<file path="src/gdfw_pkg.sv">
package gdfw_pkg;

  localparam int VTX_W            = 6;
  localparam int CNT_W            = 7;
  localparam int OP_W             = 2;
  localparam int DEF_MAX_VERTICES = 64;
  localparam int IN_TDATA_W       = ((2 * VTX_W + 7) / 8) * 8;
  localparam int OUT_TDATA_W      = ((VTX_W + 7) / 8) * 8;
  localparam logic [CNT_W-1:0] VCOUNT_RESET = CNT_W'(64);

  typedef enum logic [OP_W-1:0] {
    OP_CLEAR = 2'd0,
    OP_EDGE  = 2'd1,
    OP_WALK  = 2'd2,
    OP_NOP   = 2'd3
  } op_t;

  typedef struct packed {
    logic clr_start;
    logic clr_step;
    logic edge_start;
    logic edge_wr1;
    logic edge_wr2;
    logic walk_start;
    logic walk_push;
    logic walk_pop;
    logic walk_pop_row;
    logic walk_end;
  } cmd_t;

  typedef struct packed {
    logic n_zero;
    logic start_ok;
    logic edge_ok;
    logic same_ends;
    logic cand_any;
    logic depth_one;
    logic idx_last;
    logic out_free;
  } sts_t;

endpackage

</file>
<file path="src/gdfw_ctrl.sv">
module gdfw_ctrl (
  input  logic             clk,
  input  logic             rst_n,
  input  logic             in_tvalid,
  input  gdfw_pkg::op_t    in_opcode,
  input  gdfw_pkg::sts_t   sts,
  output logic             in_tready,
  output gdfw_pkg::cmd_t   cmd
);
  import gdfw_pkg::*;

  typedef enum logic [2:0] {
    S_IDLE,
    S_CLR,
    S_EDGE1,
    S_EDGE2,
    S_SCAN,
    S_POP
  } state_t;

  state_t state_r, state_nxt;

  assign in_tready = (state_r == S_IDLE);

  always_comb begin
    state_nxt = state_r;
    cmd       = '0;
    unique case (state_r)
      S_IDLE: begin
        if (in_tvalid) begin
          unique case (in_opcode)
            OP_CLEAR: begin
              if (!sts.n_zero) begin
                cmd.clr_start = 1'b1;
                state_nxt     = S_CLR;
              end
            end
            OP_EDGE: begin
              if (sts.edge_ok) begin
                cmd.edge_start = 1'b1;
                state_nxt      = S_EDGE1;
              end
            end
            OP_WALK: begin
              if (sts.start_ok) begin
                cmd.walk_start = 1'b1;
                state_nxt      = S_SCAN;
              end
            end
            OP_NOP: begin
              state_nxt = S_IDLE;
            end
          endcase
        end
      end
      S_CLR: begin
        cmd.clr_step = 1'b1;
        if (sts.idx_last) begin
          state_nxt = S_IDLE;
        end
      end
      S_EDGE1: begin
        cmd.edge_wr1 = 1'b1;
        state_nxt    = sts.same_ends ? S_IDLE : S_EDGE2;
      end
      S_EDGE2: begin
        cmd.edge_wr2 = 1'b1;
        state_nxt    = S_IDLE;
      end
      S_SCAN: begin
        if (sts.cand_any) begin
          cmd.walk_push = sts.out_free;
        end else if (sts.depth_one) begin
          if (sts.out_free) begin
            cmd.walk_end = 1'b1;
            state_nxt    = S_IDLE;
          end
        end else begin
          cmd.walk_pop = 1'b1;
          state_nxt    = S_POP;
        end
      end
      S_POP: begin
        cmd.walk_pop_row = 1'b1;
        state_nxt        = S_SCAN;
      end
      default: begin
        state_nxt = S_IDLE;
      end
    endcase
  end

  always_ff @(posedge clk) begin
    if (!rst_n) begin
      state_r <= S_IDLE;
    end else begin
      state_r <= state_nxt;
    end
  end

endmodule

</file>
<file path="config.mk">
export PLATFORM = sky130hd
export DESIGN_NAME = gdfw_ctrl
export DESIGN_NICKNAME = d
export VERILOG_FILES = /design/src/gdfw_pkg.sv /design/src/gdfw_ctrl.sv
export SDC_FILE = /design/constraint.sdc
export NUM_CORES = 1
export LEC_CHECK = 0
export BUFFER_PORTS_ARGS = -buffer_cell sky130_fd_sc_hd__buf_2
export CORE_AREA = 2 2 39 41
export CTS_BUF_LIST = sky130_fd_sc_hd__clkbuf_8
export DETAILED_ROUTE_END_ITERATION = 6
export DIE_AREA = 0 0 41 43
export SLEW_MARGIN = 25
export SYNTH_ARGS = -nofsm -noshare
export SYNTH_HDL_FRONTEND = slang
export SYNTH_SLANG_ARGS = --single-unit
export TNS_END_PERCENT = 20
</file>
<file path="constraint.sdc">
create_clock -name clk -period 1.7 [get_ports clk]
set_input_delay 0.085 -clock clk [delete_from_list [all_inputs] [get_ports clk]]
set_output_delay 0.085 -clock clk [all_outputs]
set_load 0.03 [all_outputs]
</file>
==> results_dict.tcl, run 1 <==
set metrics [dict create \
    status "finished clean" \
    die_w_um 41 \
    clkTransAtPathRegs_ns 0.03 \
    fp.dieArea_mm2 0.00176 \
    place_inst 86 \
    drt-total-wl_um 949 \
    cellLeakagePower_nw 0.265 \
    required_ns 1.62 \
    synth_edf_count 0 \
    max_slew.worst_pin.slew_ns 0.374 \
    end_kind "output port" \
    netlist_instances 50 \
    grt_pass1_vias 375 \
    ir_drop_v 0.000313 \
    start_kind "register" \
    ys_async_sr_fraction_pct 0 \
    synth_top_cells_by_count "nand2_1, nor2_1, dfxtp_1, nand2b_1, nor3_1" \
    final_area_um2 522 \
    fmax_ghz 0.679 \
    largest_reg_flops 3 \
    synth_area_leader_cell "dfxtp_1" \
    drc 0 \
    drv_slew 0 \
    grt_max_degree 14 \
    die_h_um 43 \
    path_class "register to output port" \
    grt_first_pass_wirelength_mm 1.48 \
    viasPerCell 4.94 \
    post-route-min-period_ns 1.47 \
    top_regs "state_r x3" \
    ctsHtreeMaxLevel 1 \
    hold_buffers 0 \
    gp_congestion 0.779 \
    r2r_cells 4 \
    track_usage_pct 13.0 \
    n_antenna_cell 0 \
    cts_buffers 3 \
    path_delay_family "simple AND/OR/NAND/NOR gates" \
    dp_hpwl_um 765 \
    cts-root-buf "clkbuf_8" \
    rsz0062_at_grt "false" \
    r2r_end "state_r[0]$_SDFFE_PN0P_" \
    synth.distinct_cells 26 \
    cts_tree "done" \
    syn_area_um2 355 \
    finalHoldViolCount 0 \
    clock_latency_ns 0.22 \
    antenna_left 0 \
    grt-ovfl-total 0 \
    boundaryPins 24 \
    port_buffers 23 \
    worst_path_max_delay_cell "dfxtp_2" \
    p_per_area_mw_per_mm2 869 \
    critPathMaxStageDelay_ns 0.42 \
    first_iter_violations 4 \
    syn_area_per_cell_um2 7.11 \
    dr.pass1.iters 3 \
    cp_data_arrival_time_ns 1.39 \
    syn_nets 63 \
    coreArea_mm2 0.00138 \
    critical_path_buf_inv_count 1 \
    max_cap_viol_count 0 \
    total_power_uw 453 \
    yosysWarnings 0 \
    cp_max_fo 13 \
    synth_top_area_share_pct 16.9 \
    nNetsFinal 88 \
    setup_tns_ns 0 \
    min_to "state_r[1]$_SDFFE_PN0P_" \
    start_util_pct 25.7 \
    crit_chain "or2b_1, nor4_1, buf_2" \
    wl_per_cell_um 10.5 \
    vias 445 \
    place_area_um2 475 \
    fin_ws_ns 0.228 \
    clock_path_buffers 2 \
    finalSetupViolations 0 \
    hp-class "input pin to register" \
    seq_area_frac_synth_pct 16.9 \
    worstHoldStart "rst_n" \
    area_growth_pct 46.8 \
    fin_skew_ns 0.000476 \
    reg2reg_from "state_r[1]$_SDFFE_PN0P_" \
    drive_above_1_share_pct 41.9 \
    fin_crit_sh_pct 86.6 \
    cp.depth 3 \
    slew-limit-headroom_pct 75.0 \
    ys_ff_latch 3 \
    num_rows 14 \
    whs_path_depth 3 \
    post-place-ws_ns 0.279 \
    synth_flop_cell "dfxtp_1" \
    antenna_found_initial 0 \
    ff2ff_setup_slack_ns 0.34 \
    cts_num_sinks 3 \
    synth_area_leaders "dfxtp_1, nand2_1, nor2_1" \
    instances_no_fill 90 \
    top_register "state_r" \
]
-- worst reg2reg max path, delay by kind of cell (launching register included) --
family,cells,cell delay [ns]
AND/OR/NAND/NOR,2,0.59
AO/OA/AOI/OAI,1,0.07
multiplexers,1,0.12
flip-flops,1,0.50
-- placed cells by master, fill, tap and decap left out --
| cell | count |
|---|---|
| a31oi_1 | 1 |
| or2b_1 | 1 |
| o32a_1 | 1 |
| nor4_1 | 2 |
| nor3_1 | 2 |
| buf_2 | 23 |
| nand3_1 | 2 |
| a2bb2oi_1 | 1 |
| a22o_1 | 1 |
| or2_1 | 1 |
| dfxtp_1 | 2 |
| nor2_1 | 7 |
| a311oi_2 | 1 |
| nand2b_1 | 3 |
| mux2i_1 | 2 |
| and2b_2 | 1 |
| o21bai_1 | 1 |
| and4_1 | 2 |
| nand2_1 | 7 |
| dfxtp_2 | 1 |
| nor3b_1 | 2 |
| or3b_1 | 1 |
| and3_1 | 1 |
| o22ai_2 | 1 |
| nor3_2 | 1 |
| clkbuf_8 | 3 |
| inv_1 | 3 |
-- per-stage QoR --
step,hold WS [ns],util [%]
floorplan,0.203,-
global placement,0.362,34.4
detailed placement,0.362,34.4
CTS,0.135,37.6
global route,0.152,37.7
finish,0.135,37.7
-- worst max path at each step --
stage,endpoint,from
floorplan,cmd[7],state_r[0]$_SDFFE_PN0P_
global placement,state_r[0]$_SDFFE_PN0P_,state_r[2]$_SDFFE_PN0P_
detailed placement,state_r[0]$_SDFFE_PN0P_,state_r[2]$_SDFFE_PN0P_
CTS,cmd[0],state_r[2]$_SDFFE_PN0P_
global route,cmd[0],state_r[2]$_SDFFE_PN0P_
finish,cmd[0],state_r[2]$_SDFFE_PN0P_
-- metal layers --
layer  global-route usage [%]  part of all wire (%)  up-vias
met5                        0                     0        -
li1                         -                     -      230
met1                     16.0                    45      195
met3                     4.71                   6.1        3
met4                     12.0                   2.5        0
met2                     16.6                    46       17
-- where the power goes --
group | switching [mW] | total, mW | internal (mW)
Clock | 0.0467 | 0.200 | 0.154
Sequential | 0.0200 | 0.0986 | 0.0787
Combinational | 0.0883 | 0.154 | 0.0661
Total | 0.155 | 0.453 | 0.298
-- cell type report --
type,count,area [um^2]
clock inverter,1,3.75
tap,16,20.0
sequential,3,61.3
timing repair buffer,23,115
clock buffer,3,41.3
multi-input combinational,42,273
inverter,2,7.51
fill,143,862
-- cells by family after synthesis --
family	share of synthesized area (%)
buffers and inverters	7.74
DFF	16.9
AOI/OAI and AO/OA	19.4
and+or+nand+nor	50.4
muxes	5.63
-- repair_timing --
action                                  in CTS  in global routing
gates resized for setup                      0                  1
endpoints found under the setup margin       0                  1
buffers inserted                             0                  0
Power figures use the tool's default switching activity.
==> inputs of run 2 (changes only) <==
--- a/config.mk
+++ b/config.mk
@@ -6,10 +6,13 @@
 export NUM_CORES = 1
 export LEC_CHECK = 0
 export BUFFER_PORTS_ARGS = -buffer_cell sky130_fd_sc_hd__buf_2
-export CORE_AREA = 2 2 39 41
+export CELL_PAD_IN_SITES_DETAIL_PLACEMENT = 0
+export CELL_PAD_IN_SITES_GLOBAL_PLACEMENT = 1
+export CORE_MARGIN = 1
+export CORE_UTILIZATION = 27
 export CTS_BUF_LIST = sky130_fd_sc_hd__clkbuf_8
 export DETAILED_ROUTE_END_ITERATION = 6
-export DIE_AREA = 0 0 41 43
+export PLACE_DENSITY_LB_ADDON = 0.1
 export SLEW_MARGIN = 25
 export SYNTH_ARGS = -nofsm -noshare
 export SYNTH_HDL_FRONTEND = slang
==> run 2 against run 1 <==
Against the previous run: first-iteration DRC count grew to 2.5 times the previous value; fmax down 8.5%; sequential power fell by 2.8%; die area fell by 17%; clock power about the same; critical path depth unchanged.
==> results_dict.tcl, run 2 (same netlist as run 1, synthesis figures left out) <==
set metrics [dict create \
    drive_above_1_share_pct 41.3 \
    cts-root-buf "clkbuf_8" \
    start_kind "register" \
    track_usage_pct 18.8 \
    nFillCells 130 \
    n_antenna_cell 0 \
    fin_skew_ns 0.00452 \
    end_kind "output port" \
    fin_util_pct 44.9 \
    drv_slew 0 \
    required_ns 1.62 \
    coreArea_mm2 0.00117 \
    first_iter_violations 10 \
    layout_commonest_cell "buf_2" \
    area_growth_pct 47.9 \
    max_slew.worst_pin.slew_ns 0.392 \
    largest_reg_flops 3 \
    gp_congestion 0.770 \
    finalSetupViolations 0 \
    cellLeakagePower_nw 0.269 \
    dr.pass1.iters 4 \
    port_buffers 23 \
    fin_crit_sh_pct 94.7 \
    nNetsFinal 89 \
    cts_num_sinks 3 \
    die_w_um 38.3 \
    ctsHtreeMaxLevel 1 \
    grt_pass1_vias 412 \
    post-route-min-period_ns 1.61 \
    clkTransAtPathRegs_ns 0.03 \
    layout_common_cells "buf_2, nor2_1, nand2_1" \
    grtUsageMet2_pct 27.1 \
    antenna_left 0 \
    multi_input_area_um2 273 \
    start_util_pct 30.3 \
    post_cts.repair.setup_buffers 0 \
    antenna_found_initial 0 \
    ff2ff_setup_slack_ns 0.22 \
    grt-ovfl-total 0 \
    finalHoldViolCount 0 \
    cp_max_fo 13 \
    regArea_um2 60.1 \
    die_h_um 38.3 \
    max_cap_viol_count 0 \
    slew-limit-headroom_pct 73.9 \
    drc 0 \
    cp_data_arrival_time_ns 1.52 \
    post_cts_resized 0 \
    hold_buffers 0 \
    fmax_ghz 0.621 \
    ir_drop_v 0.000371 \
    rsz0062_at_grt "false" \
    num_rows 12 \
    fin_ws_ns 0.0902 \
    hp-class "input pin to register" \
    grt_max_degree 14 \
    p_per_area_mw_per_mm2 876 \
    boundaryPins 24 \
    top_regs "state_r x3" \
    status "finished clean" \
    wl_per_cell_um 11.8 \
    path_class "register to output port" \
    drt-total-wl_mm 1.05 \
    cts_tree "done" \
    post-place-ws_ns 0.246 \
    top_register "state_r" \
    dp_hpwl_um 777 \
    grt_first_pass_wirelength_mm 1.75 \
    cts_buffers 3 \
    vias 459 \
    viasPerCell 5.16 \
    met1_usage_pct 22.5 \
    top_usage_layer "met2" \
    setup_tns_ns 0 \
    clock_latency_ns 0.22 \
    met3_usage_pct 3.49 \
    fp.dieArea_mm2 0.00146 \
    clock_path_buffers 2 \
]
-- run 2: changes by cell type in the layout (fill, tap and decap cells not counted), sizes merged --
cell,change
buf,+1
-- run 2: stage by stage --
stage,cell area (um^2),hold slack (ns),cells,power (mW)
after floorplan,360,0.203,50,0.214
after global placement,480,0.361,85,0.259
after detailed placement,480,0.351,85,0.257
after CTS,526,0.126,89,0.464
after global routing,526,0.141,89,0.495
final,526,0.131,89,0.460
-- run 2: final timing paths --
path / end / startpoint / depth (start not counted)
setup / recovery: cmd[0] / state_r[2]$_SDFFE_PN0P_ / 3
hold / removal: state_r[1]$_SDFFE_PN0P_ / rst_n / 3
setup reg to reg: state_r[0]$_SDFFE_PN0P_ / state_r[2]$_SDFFE_PN0P_ / 4
hold reg to reg: state_r[2]$_SDFFE_PN0P_ / state_r[2]$_SDFFE_PN0P_ / 2
-- run 2: worst max-delay path, cell delays in order, from the launching register on --
cell and delay, ns:
dfxtp_1 0.53, or2b_1 0.30, nor4_1 0.23, buf_2 0.24
-- run 2: where the power goes --
| group | switching (mW) | internal (mW) |
|---|---|---|
| Combinational | 0.0935 | 0.0678 |
| Sequential | 0.0178 | 0.0780 |
| Clock | 0.0493 | 0.154 |
| Total | 0.161 | 0.300 |
-- run 2: layer usage --
metal	part of all wire (%)	up-vias
met5	0	-
met4	4.2	0
met3	8.1	4
met2	43	25
met1	44	196
li1	-	234
-- run 2: cell type report --
cell class / instances / share of cell area (%)
inverters: 2 / 1.43
repair buffers: 24 / 23.3
clock inverters: 1 / 0.714
clock buffers: 3 / 7.86
well taps: 14 / 3.33
multi-input cells: 42 / 51.9
flip-flops and latches: 3 / 11.4
==> inputs of run 3 (changes only) <==
--- a/config.mk
+++ b/config.mk
@@ -6,13 +6,14 @@
 export NUM_CORES = 1
 export LEC_CHECK = 0
 export BUFFER_PORTS_ARGS = -buffer_cell sky130_fd_sc_hd__buf_2
+export CAP_MARGIN = 10
 export CELL_PAD_IN_SITES_DETAIL_PLACEMENT = 0
 export CELL_PAD_IN_SITES_GLOBAL_PLACEMENT = 1
 export CORE_MARGIN = 1
 export CORE_UTILIZATION = 27
 export CTS_BUF_LIST = sky130_fd_sc_hd__clkbuf_8
 export DETAILED_ROUTE_END_ITERATION = 6
-export PLACE_DENSITY_LB_ADDON = 0.1
+export PLACE_DENSITY = 0.83
 export SLEW_MARGIN = 25
 export SYNTH_ARGS = -nofsm -noshare
 export SYNTH_HDL_FRONTEND = slang
==> run 3 against run 2 <==
Against the previous run: core utilization down 0.64 points; setup slack got worse by 0.0082 ns; via count is 5.9% lower; die area unchanged; routed wire length down 9.7%; sequential cell count stayed put; clock power barely moved; largest power group unchanged.
==> results_dict.tcl, run 3 (same netlist as run 1, synthesis figures left out) <==
set metrics [dict create \
    cp_data_arrival_time_ns 1.53 \
    wl_per_cell_um 10.8 \
    grt_pass1_vias 389 \
    top_register "state_r" \
    die_w_um 38.3 \
    track_usage_pct 15.6 \
    status "finished clean" \
    end_kind "output port" \
    setup_tns_ns 0 \
    first_iter_violations 17 \
    multi_input_area_um2 273 \
    clkTransAtPathRegs_ns 0.03 \
    cellLeakagePower_nw 0.264 \
    ctsHtreeMaxLevel 1 \
    top_regs "state_r x3" \
    largest_reg_flops 3 \
    regArea_um2 60.1 \
    crit_chain "or2b_1, nor4_1, buf_2" \
    post_cts_resized 0 \
    die_h_um 38.3 \
    swShare_pct 34.7 \
    critPathMaxStageDelay_ns 0.53 \
    finalSetupViolations 0 \
    finalHoldViolCount 0 \
    routed.top_layer "met4" \
    cts_num_sinks 3 \
    antenna_left 0 \
    seqPwrFrac_pct 21.5 \
    vias 432 \
    dr.pass1.iters 4 \
    slew-limit-headroom_pct 74.7 \
    total_power_uw 457 \
    max_slew.worst_pin.slew_ns 0.379 \
    layout_common_cells "buf_2, nor2_1, nand2_1" \
    viasPerCell 4.91 \
    post-route-min-period_ns 1.62 \
    hold_buffers 0 \
    dp_hpwl_um 720 \
    max_cap_viol_count 0 \
    m1WireLength_um 426 \
    ir_drop_v 0.000272 \
    drive_above_1_share_pct 40.5 \
    p_per_area_mw_per_mm2 882 \
    grt_max_degree 14 \
    gp_congestion 0.817 \
    path_class "register to output port" \
    post-place-ws_ns 0.265 \
    path_delay_family "simple AND/OR/NAND/NOR gates" \
    clock_latency_ns 0.22 \
    place_area_um2 473 \
    n_antenna_cell 0 \
    nNetsFinal 88 \
    cts_tree "done" \
    drv_slew 0 \
    instances_no_fill 88 \
    cts_buffers 3 \
    antenna_found_initial 0 \
    required_ns 1.62 \
    fmax_ghz 0.618 \
    clock_path_buffers 2 \
    p_comb_share_pct 33.9 \
    hp-class "input pin to register" \
    layout_commonest_cell "buf_2" \
    place_inst 84 \
    coreArea_mm2 0.00117 \
    boundaryPins 24 \
    p_int_uw 298 \
    port_buffers 23 \
    critical_path_buf_inv_count 1 \
    fin_ws_ns 0.0820 \
    final_area_um2 518 \
    fp.dieArea_mm2 0.00146 \
    nFillCells 120 \
    start_kind "register" \
    post_cts.repair.setup_buffers 0 \
    grt_first_pass_wirelength_mm 1.56 \
    fin_skew_ns 0.00342 \
    drc 0 \
    dr_wl_met2_um 434 \
    power.switching_uw 159 \
    grt-ovfl-total 0 \
    rsz0062_at_grt "false" \
    area_growth_pct 45.8 \
    drt-total-wl_um 949 \
    fin_crit_sh_pct 95.2 \
    num_rows 12 \
    start_util_pct 30.3 \
    cp_max_fo 13 \
    wl_met3_um 75 \
    p_clk_share_pct 44.6 \
    cts-root-buf "clkbuf_8" \
    worst_path_max_delay_cell "dfxtp_1" \
]
==> run 3: cell types whose count changed in the layout (fill, tap and decap cells not counted) <==
cell / change
buf_4: -1
==> run 3: power by group through the flow <==
| stage | combinational, mW | sequential, mW | clock [mW] |
|---|---|---|---|
| floorplan | 0.131 | 0.0825 | 0 |
| global placement | 0.155 | 0.0990 | 0 |
| detailed placement | 0.155 | 0.0989 | 0 |
| CTS | 0.155 | 0.0980 | 0.205 |
| global route | 0.172 | 0.101 | 0.210 |
| finish | 0.155 | 0.0982 | 0.204 |
==> run 3: through the flow <==
step,util (%),hold WS [ns]
floorplan,-,0.203
global placement,40.4,0.355
detailed placement,40.4,0.351
CTS,44.2,0.127
global route,44.2,0.158
finish,44.2,0.132
==> run 3: layer usage <==
layer / global-route usage, % / up-vias
li1: - / 227
met1: 18.6 / 180
met2: 24.6 / 23
met3: 1.74 / 2
met4: 13.4 / 0
met5: 0 / -
==> run 3: tightest hold or removal path, delay by kind of cell <==
family | cells | cell delay, ns
buffers and inverters | 1 | 0.12
and+or+nand+nor | 2 | 0.09
==> run 3: final timing paths <==
kind,startpoint,endpoint,slack [ns],depth (start not counted)
worst max-delay path,state_r[2]$_SDFFE_PN0P_,cmd[0],0.08,3
worst min-delay path,rst_n,state_r[1]$_SDFFE_PN0P_,0.13,3
worst max register to register,state_r[2]$_SDFFE_PN0P_,state_r[0]$_SDFFE_PN0P_,0.24,4
worst min register to register,state_r[2]$_SDFFE_PN0P_,state_r[2]$_SDFFE_PN0P_,0.62,2
==> run 3: layout make-up <==
type	count	area share, %
Inverter	2	1.45
Clock buffer	3	7.97
Tap cell	14	3.38
Multi-Input combinational cell	42	52.7
Timing Repair Buffer	23	22.2
Sequential cell	3	11.6
Clock inverter	1	0.725
